===== config.mk =====
export PLATFORM = sky130hd
export DESIGN_NAME = glyph_coverage_pixel_blend
export DESIGN_NICKNAME = d
export VERILOG_FILES = /design/src/hdl/gcpb_pkg.sv /design/src/hdl/glyph_coverage_pixel_blend.sv
export SDC_FILE = /design/constraint.sdc
export NUM_CORES = 1
export LEC_CHECK = 0
export BUFFER_PORTS_ARGS = -buffer_cell sky130_fd_sc_hd__buf_2
export CELL_PAD_IN_SITES_DETAIL_PLACEMENT = 0
export CELL_PAD_IN_SITES_GLOBAL_PLACEMENT = 1
export CORE_UTILIZATION = 51
export CTS_BUF_LIST = sky130_fd_sc_hd__clkbuf_2
export DETAILED_ROUTE_END_ITERATION = 6
export GPL_TIMING_DRIVEN = 0
export PLACE_DENSITY = 0.89
export SLEW_MARGIN = 10
export SYNTH_ARGS = -nofsm -noshare
export SYNTH_HDL_FRONTEND = slang
export SYNTH_SLANG_ARGS = --single-unit

===== constraint.sdc =====
create_clock -name i_clk -period 10.6 [get_ports i_clk]
set_clock_uncertainty 0.15 [all_clocks]
set_input_delay 1.06 -clock i_clk [delete_from_list [all_inputs] [get_ports i_clk]]
set_output_delay 1.06 -clock i_clk [all_outputs]
set_load 0.05 [all_outputs]

===== src/hdl/gcpb_pkg.sv =====
// Package for glyph_coverage_pixel_blend: component roles, register indexes,
// blend constants and the per-component blend function. No dependencies.
`default_nettype none

package gcpb_pkg;

    localparam int unsigned COMP_W   = 8;
    localparam int unsigned NUM_COMP = 4;
    localparam int unsigned FMT_W    = 3;
    localparam int unsigned IDX_W    = 2;
    localparam int unsigned CFG_W    = 3;

    localparam logic [COMP_W-1:0] FULL_SCALE    = 8'd255;
    localparam logic [COMP_W-1:0] CHROMA_TARGET = 8'd128;

    localparam logic [IDX_W-1:0] REG_PIXEL_FORMAT = 2'd0;
    localparam logic [IDX_W-1:0] REG_BLEND_ENABLE = 2'd1;

    typedef enum logic [FMT_W-1:0] {
        FMT_GRAY        = 3'd0,
        FMT_THREE       = 3'd1,
        FMT_ALPHA_LAST  = 3'd2,
        FMT_ALPHA_FIRST = 3'd3,
        FMT_LUMA_CHROMA = 3'd4,
        FMT_CHROMA_LUMA = 3'd5
    } t_fmt;

    typedef enum logic [1:0] {
        ROLE_KEEP   = 2'd0,
        ROLE_COLOUR = 2'd1,
        ROLE_CHROMA = 2'd2,
        ROLE_ALPHA  = 2'd3
    } t_role;

    typedef logic [COMP_W-1:0] t_comp;

    // Role of component position k under a given layout
    function automatic t_role role_of(input logic [FMT_W-1:0] fmt, input logic [1:0] k);
        t_role r;
        r = ROLE_KEEP;
        case (fmt)
            FMT_GRAY:        r = (k == 2'd0) ? ROLE_COLOUR : ROLE_KEEP;
            FMT_THREE:       r = (k == 2'd3) ? ROLE_KEEP : ROLE_COLOUR;
            FMT_ALPHA_LAST:  r = (k == 2'd3) ? ROLE_ALPHA : ROLE_COLOUR;
            FMT_ALPHA_FIRST: r = (k == 2'd0) ? ROLE_ALPHA : ROLE_COLOUR;
            FMT_LUMA_CHROMA: r = (k == 2'd0) ? ROLE_COLOUR :
                                 (k == 2'd1) ? ROLE_CHROMA : ROLE_KEEP;
            FMT_CHROMA_LUMA: r = (k == 2'd0) ? ROLE_CHROMA :
                                 (k == 2'd1) ? ROLE_COLOUR : ROLE_KEEP;
            default:         r = ROLE_KEEP;
        endcase
        return r;
    endfunction

    // (c*(255-p) + t*p) / 255, truncated; sum stays below 65535 so
    // (x + (x >> 8) + 1) >> 8 is exact
    function automatic t_comp mix(input t_comp c, input t_comp p, input logic chroma);
        logic [15:0] prod_c;
        logic [15:0] prod_t;
        logic [15:0] x;
        logic [16:0] q;
        prod_c = {8'd0, c} * {8'd0, FULL_SCALE - p};
        prod_t = chroma ? {1'b0, p, 7'd0} : ({p, 8'd0} - {8'd0, p});
        x      = prod_c + prod_t;
        q      = {1'b0, x} + {9'd0, x[15:8]} + 17'd1;
        return q[15:8];
    endfunction

    function automatic t_comp blend_comp(input t_comp c, input t_comp p,
                                         input t_role role, input logic blend_en);
        t_comp r;
        r = c;
        if (p != '0) begin
            case (role)
                ROLE_ALPHA:  r = FULL_SCALE;
                ROLE_COLOUR: r = blend_en ? mix(c, p, 1'b0) : p;
                ROLE_CHROMA: r = blend_en ? mix(c, p, 1'b1) : p;
                default:     r = c;
            endcase
        end
        return r;
    endfunction

endpackage

`default_nettype wire


===== src/hdl/glyph_coverage_pixel_blend.sv =====
// Top level: blends one glyph coverage byte onto a four-byte pixel.
// Uses gcpb_pkg for roles, register indexes and the blend function.
//
//   channel   dir  handshake                       payload
//   s_axis    in   s_axis_tvalid / s_axis_tready   coverage, comp0..comp3 (40 bits)
//   m_axis    out  m_axis_tvalid / m_axis_tready   res0..res3 (32 bits)
//   cfg       in   i_cfg_we                        i_cfg_index, i_cfg_data
//
// One item per cycle while m_axis is not stalled; path: input register, then result register.
// Blend logic sits between the two registers: one 8x8 multiplier per lane.
// Synchronous active-low reset clears valids; format resets to gray, blend on.
// A stall on m_axis holds the result; the input register still takes one item.
`default_nettype none

module glyph_coverage_pixel_blend
    import gcpb_pkg::*;
(
    input  wire logic              i_clk,
    input  wire logic              i_rst_n,
    input  wire logic              s_axis_tvalid,
    output logic                   s_axis_tready,
    input  wire logic [39:0]       s_axis_tdata,  // coverage, comp0, comp1, comp2, comp3
    output logic                   m_axis_tvalid,
    input  wire logic              m_axis_tready,
    output logic [31:0]            m_axis_tdata,  // res0, res1, res2, res3
    input  wire logic              i_cfg_we,
    input  wire logic [IDX_W-1:0]  i_cfg_index,
    input  wire logic [CFG_W-1:0]  i_cfg_data
);

    logic [FMT_W-1:0] r_fmt;
    logic             r_blend_en;

    logic             r_in_valid;
    t_comp            r_cov;
    t_comp            r_comp [NUM_COMP];

    logic             r_out_valid;
    logic [31:0]      r_out_data;
    logic [31:0]      n_out_data;

    logic             out_load;
    logic             in_load;

    assign out_load      = !r_out_valid || m_axis_tready;
    assign s_axis_tready = !r_in_valid || out_load;
    assign in_load       = s_axis_tvalid && s_axis_tready;

    always_ff @(posedge i_clk) begin
        if (!i_rst_n) begin
            r_fmt      <= FMT_GRAY;
            r_blend_en <= 1'b1;
        end else if (i_cfg_we) begin
            unique case (i_cfg_index)
                REG_PIXEL_FORMAT: r_fmt      <= i_cfg_data[FMT_W-1:0];
                REG_BLEND_ENABLE: r_blend_en <= i_cfg_data[0];
                default: ;
            endcase
        end
    end

    always_ff @(posedge i_clk) begin
        if (!i_rst_n) begin
            r_in_valid <= 1'b0;
        end else if (s_axis_tready) begin
            r_in_valid <= s_axis_tvalid;
        end
    end

    always_ff @(posedge i_clk) begin
        if (in_load) begin
            r_cov <= s_axis_tdata[7:0];
            for (int k = 0; k < NUM_COMP; k++) begin
                r_comp[k] <= s_axis_tdata[8*(k+1) +: 8];
            end
        end
    end

    always_comb begin
        for (int k = 0; k < NUM_COMP; k++) begin
            n_out_data[8*k +: 8] = blend_comp(r_comp[k], r_cov,
                                              role_of(r_fmt, 2'(k)), r_blend_en);
        end
    end

    always_ff @(posedge i_clk) begin
        if (!i_rst_n) begin
            r_out_valid <= 1'b0;
        end else if (out_load) begin
            r_out_valid <= r_in_valid;
        end
    end

    always_ff @(posedge i_clk) begin
        if (out_load && r_in_valid) begin
            r_out_data <= n_out_data;
        end
    end

    assign m_axis_tvalid = r_out_valid;
    assign m_axis_tdata  = r_out_data;

endmodule

`default_nettype wire


==> results.json, run 1 <==
{
  "overflow": 0,
  "rows": 66,
  "core_um2": 32900,
  "min_period_ns": 10.11,
  "avgSynthCellArea_um2": 8.80,
  "violations": "DRC",
  "required_ns": 10.92,
  "drive_above_1_share_pct": 7.20,
  "yosys_warnings": 0,
  "die_x_um": 186,
  "grt_max_degree": 25,
  "post_drt_wl_per_cell_um": 21.1,
  "synth-edff-count": 72,
  "die_h_um": 186,
  "drt-initial-drc-count": 1297,
  "drc": 9,
  "ctsRootBufferMaster": "clkbuf_2",
  "r2r_cells": 31,
  "setup_tns_ns": 0,
  "antenna_left": 0,
  "outcome": "finished, violations left",
  "vias": 14910,
  "synth-seq-cells": 78,
  "fill_cells": 3031,
  "drv_slew": 0,
  "initial_core_util_pct": 52.5,
  "cts_sinks": 78,
  "clockBufferDepth": 2,
  "critPathMaxFanout": 10,
  "drtPass1Iterations": 7,
  "cts_tree": "built",
  "min_path_cells": 1,
  "yosysSeqAreaShare_pct": 13.2,
  "post_cts_buffers": 0,
  "hold_path.class": "input port to flop",
  "grt_use_total_pct": 31.6,
  "grt_pass1_vias": 14796,
  "maxCapViolCount": 0,
  "synth_ff_type": "edfxtp_1",
  "critPathMaxStageDelay_ns": 0.69,
  "routed_wl_um": 52900,
  "globalplace.congestion": 0.973,
  "port-buffer-count": 83,
  "timing.fmax_mhz": 98.9,
  "insertion_delay_ns": 0.78,
  "num_io_pins": 84,
  "crit_path_end_kind": "flop",
  "period_share_pct": 95.4,
  "holdBufCountCts": 0,
  "dp_hpwl_um": 42000,
  "path_class": "flop to flop",
  "grt_pass1_wl_um": 81300,
  "syn2layout_area_growth_pct": 7.02,
  "hold_viol_final": 0,
  "via_per_inst": 5.94,
  "die-area_um2": 34600,
  "slowest_stage": "clkbuf_1",
  "cts_made_buffers": 9,
  "synthArstFlopShare_pct": 0,
  "worstPathArrival_ns": 10.43,
  "layout.nets": 2523,
  "cts-resized-gates": 0,
  "cts_max_level": 3,
  "worst_slew_pin_slew_ns": 1.14,
  "rsz0062_at_grt": "no",
  "syn_inst": 1960,
  "ys_types": 85,
  "relSlewSlack_pct": 23.2,
  "start_kind": "flop",
  "synth_area_um2": 17200,
  "antenna_found_initial": 1,
  "multi_input_area_um2": 13900,
  "clkTransAtPathRegs_ns": 0.31,
  "area.sequential_um2": 2280,
  "finalSetupViolations": 0
}
per-stage QoR:
step | std cells | instance area, µm² | utilization, % | hold WS, ns | setup WS, ns
final | 2512 | 18500 | 56.2 | 0.276 | 0.491
after global routing | 2511 | 18500 | 56.1 | 0.234 | 0.208
after CTS | 2511 | 18400 | 56.1 | 0.218 | 0.791
after detailed placement | 2495 | 18300 | 55.7 | 0.401 | 0.864
after global placement | 2488 | 18200 | 55.5 | 0.351 | 0.998
after floorplan | 1963 | 17300 | - | 0.327 | 2.78
area by class of cell:
| cell class | count | area share [%] |
|---|---|---|
| Inverter | 247 | 5.02 |
| Clock inverter | 5 | 0.325 |
| Sequential cell | 78 | 12.4 |
| Antenna cell | 1 | 0.0136 |
| Timing Repair Buffer | 90 | 2.69 |
| Tap cell | 442 | 3.00 |
| Clock buffer | 11 | 0.298 |
| Multi-Input combinational cell | 1589 | 75.3 |
| Buffer | 49 | 1.00 |
layer usage:
metal | GRT usage (%) | wire length [µm]
met5 | 3.56 | 69
met2 | 50.4 | 23500
met4 | 15.9 | 2790
met1 | 39.9 | 22300
met3 | 6.93 | 4320
worst max-delay path, delay by kind of cell (launching register included):
kind	cells	cell delay, ns
adder cells (fa/ha/maj)	7	3.04
AO/OA/AOI/OAI	11	2.79
buffers and inverters	6	1.60
AND/OR/NAND/NOR	4	0.90
flip-flops	1	0.68
multiplexers	2	0.38
XOR/XNOR	1	0.28
kinds of logic after synthesis:
logic type / count (synthesis) / synth area share (%)
adders and majority gates: 409 / 36.2
DFF: 78 / 13.2
AOI/OAI and AO/OA: 421 / 16.2
and+or+nand+nor: 591 / 19.0
buffers and inverters: 296 / 6.45
other: 1 / 0.0217
muxes: 5 / 0.312
xor gates and xnor gates: 159 / 8.58
cell usage after synthesis, types with 5 or more instances:
master     instances  share of area (%)
xnor2_1          110                5.6
o21a_1            20               0.87
nor3_1            28               0.81
o21bai_1          26                1.1
and2_1            13               0.47
o21ai_0           64                1.9
and3_1             7               0.25
or3_1             18               0.65
nand3_1           22               0.64
nor2b_1          213                7.7
nand2b_1          61                2.2
a2111oi_0          8               0.41
nor3b_1            6               0.26
a211o_1            6               0.30
nor2_1           104                2.3
o211ai_1          11               0.48
o31ai_1           12               0.52
nor4_1             5               0.18
a211oi_1          19               0.83
a31oi_1           19               0.69
edfxtp_1          72                 13
o41ai_1            7               0.36
clkbuf_1          44               0.96
inv_1            245                5.3
or2_2             11               0.40
and4_1             7               0.36
a21boi_0           5               0.22
a21o_1            45                2.0
fa_1             150                 17
nand3b_1           5               0.22
a21oi_1          133                3.9
nand2_1           72                1.6
a311oi_1           5               0.25
ha_1             259                 19
xor2_1            42                2.1
dfxtp_1            6               0.70
layout by cell type (no fill, tap or decap), types with 7 or more instances in the layout:
| cell | instances |
|---|---|
| a2111oi_0 | 8 |
| a211oi_1 | 19 |
| a21o_1 | 45 |
| a21oi_1 | 133 |
| a31oi_1 | 19 |
| and2_1 | 12 |
| and3_1 | 7 |
| and4_1 | 7 |
| buf_2 | 84 |
| clkbuf_1 | 44 |
| clkbuf_2 | 11 |
| edfxtp_1 | 72 |
| fa_1 | 150 |
| ha_1 | 259 |
| inv_1 | 245 |
| nand2_1 | 72 |
| nand2b_1 | 61 |
| nand3_1 | 22 |
| nor2_1 | 104 |
| nor2b_1 | 212 |
| nor3_1 | 28 |
| o211ai_1 | 11 |
| o21a_1 | 20 |
| o21ai_0 | 60 |
| o21bai_1 | 26 |
| o31ai_1 | 12 |
| o41ai_1 | 7 |
| or2_2 | 11 |
| or3_1 | 18 |
| xnor2_1 | 107 |
| xor2_1 | 42 |
path summary, 6_finish.rpt:
check                                             start                          to  slack, ns
worst min-delay path                   s_axis_tdata[16]      r_comp[1][0]$_DFFE_PP_       0.28
worst min register to register  r_in_valid$_SDFFE_PN0N_     r_in_valid$_SDFFE_PN0N_       0.42
worst max-delay path                 r_cov[6]$_DFFE_PP_  m_axis_tdata[31]$_DFFE_PP_       0.49
worst max register to register       r_cov[6]$_DFFE_PP_  m_axis_tdata[31]$_DFFE_PP_       0.49
sequential cells by signal (all words and copies together), names as in the netlist:
signal	count
r_cov	8
r_comp	32
r_fmt	3
r_blend_en	1
m_axis_tdata	32
m_axis_tvalid	1
r_in_valid	1
Power of run 1 is left out: the tool's default activity adds up to more than one toggle a clock period on the data nets, which glitch-free logic cannot reach.
==> run 2, diff against run 1 <==
- PLACE_DENSITY: 0.89 -> unset
- PLACE_DENSITY_LB_ADDON: unset -> 0.1
==> run 2 against run 1 <==
Effect of this change: the run now ends clean; non-clock buffer count down 2; fmax is 1.6% lower; sequential cell count unchanged; sequential share of layout area is essentially flat; highest routed layer unchanged.
==> results.json, run 2 (synthesis gave the netlist of run 1 again) <==
{
  "outcome": "finished, final reports clean",
  "r2r_end": "m_axis_tdata[12]$_DFFE_PP_",
  "vias": 14559,
  "relSlewSlack_pct": 19.3,
  "port-buffer-count": 83,
  "hold_viol_final": 0,
  "r2r_slack_ns": 0.32,
  "insertion_delay_ns": 0.74,
  "holdBufCountCts": 0,
  "path_class": "flop to flop",
  "crit_top_cell": "fa_1",
  "crit_path_end_kind": "flop",
  "initial_core_util_pct": 52.5,
  "drive_above_1_share_pct": 7.16,
  "worst_slew_pin_slew_ns": 1.20,
  "ctsRootBufferMaster": "clkbuf_2",
  "cts_made_buffers": 9,
  "drt-met1-wl_um": 24200,
  "grt_pass1_vias": 14112,
  "timing.fmax_mhz": 97.3,
  "cts_max_level": 3,
  "finalSetupViolations": 0,
  "fill_cells": 3095,
  "critPathCapture": "m_axis_tdata[12]$_DFFE_PP_",
  "layout.nets": 2521,
  "slowest_stage": "clkbuf_1",
  "dr.max_layer_used": "met5",
  "maxCapViolCount": 0,
  "overflow": 0,
  "grt_use_total_pct": 32.6,
  "r2r_cells": 28,
  "period_share_pct": 97.0,
  "cts_sinks": 78,
  "drv_slew": 0,
  "crit_path_start": "r_cov[6]$_DFFE_PP_",
  "start_kind": "flop",
  "core_um2": 32900,
  "setup_tns_ns": 0,
  "dp_hpwl_um": 44200,
  "drt-initial-drc-count": 1238,
  "worstPathArrival_ns": 10.51,
  "grt_pass1_wl_um": 82200,
  "clkTransAtPathRegs_ns": 0.29,
  "globalplace.congestion": 0.958,
  "die_x_um": 186,
  "min_period_ns": 10.28,
  "rsz0062_at_grt": "no",
  "required_ns": 10.83,
  "die-area_um2": 34600,
  "clockBufferDepth": 2,
  "rows": 66,
  "post_drt_wl_per_cell_um": 21.7,
  "route.met3.wl_um": 4390,
  "grt_max_degree": 25,
  "r2r_start": "r_cov[6]$_DFFE_PP_",
  "routed_wl_um": 54500,
  "drc": 0,
  "via_per_inst": 5.80,
  "critPathMaxStageDelay_ns": 0.78,
  "antenna_found_initial": 3,
  "drtPass1Iterations": 6,
  "postPlaceCellArea_um2": 18300,
  "met2_wirelength_um": 23800,
  "final_common_cell": "ha_1",
  "final_area_um2": 18400,
  "syn2layout_area_growth_pct": 6.93,
  "num_io_pins": 84,
  "antenna_left": 0,
  "hold_path.class": "input port to flop",
  "cts_tree": "built",
  "die_h_um": 186,
  "critPathMaxFanout": 10,
  "layout_common_cells": "ha_1, inv_1, nor2b_1, fa_1, a21oi_1"
}
==> run 2: cell count changes in the layout (fill, tap and decap cells not counted), moves of 2 or more <==
cell | previous run | this run
o21ai_1 | 5 | 3
clkinv_1 | 3 | 5
clkinvlp_4 | 0 | 2
clkbuf_1 | 44 | 42
buf_6 | 1 | 3
buf_4 | 4 | 0
o21ai_2 | 0 | 2
clkinv_4 | 2 | 0
==> run 2: metal layers <==
metal  vias up  track usage [%]
met5         -                0
met4         2             11.7
met3        94             6.48
met2       533             51.5
met1      7030             44.0
li1       6900                -
==> run 2: repair_timing <==
action / 4_1_cts / 5_1_grt
endpoints found under the hold margin: 0 / 0
buffers inserted: 0 / 0
setup endpoints to repair: 0 / 1
resized for setup: 0 / 4
==> run 2: cell type report <==
cell class	count	area [µm²]	share of cell area, %
clock inverter	7	40.0	0.217
clock buffer	9	45.0	0.244
sequential	78	2280	12.4
multi-input combinational	1589	13900	75.4
inverter	247	927	5.03
tap	442	553	3.00
timing repair buffer	88	497	2.69
buffer	49	193	1.04
antenna	1	2.50	0.0136
==> run 2: worst min-delay path by stage <==
stage,startpoint,to,cells after the start
floorplan,r_in_valid$_SDFFE_PN0N_,m_axis_tvalid$_SDFFE_PN0P_,1
global placement,r_in_valid$_SDFFE_PN0N_,m_axis_tvalid$_SDFFE_PN0P_,1
detailed placement,r_in_valid$_SDFFE_PN0N_,m_axis_tvalid$_SDFFE_PN0P_,1
CTS,s_axis_tdata[34],r_comp[3][2]$_DFFE_PP_,1
global route,s_axis_tdata[35],r_comp[3][3]$_DFFE_PP_,1
finish,s_axis_tdata[34],r_comp[3][2]$_DFFE_PP_,1
==> run 2: through the flow <==
step / hold WS (ns) / instances / util (%) / worst slack [ns]
5_1_grt: 0.261 / 2510 / 56.1 / 0.0641
6_report: 0.314 / 2510 / 56.1 / 0.321
3_3_place_gp: 0.346 / 2488 / 55.5 / 0.630
4_1_cts: 0.238 / 2509 / 56.1 / 0.545
2_1_floorplan: 0.327 / 1963 / - / 2.78
3_5_place_dp: 0.381 / 2493 / 55.8 / 0.643
==> run 2: worst max-delay path: cells and delay by family, from the launching register on <==
family | cells | cell delay, ns
xor gates and xnor gates | 3 | 0.96
DFF | 1 | 0.69
AOI/OAI and AO/OA | 9 | 3.31
and+or+nand+nor | 4 | 0.54
buffers and inverters | 5 | 1.50
adders and majority gates | 7 | 2.77
Power of run 2 is left out for the same reason.
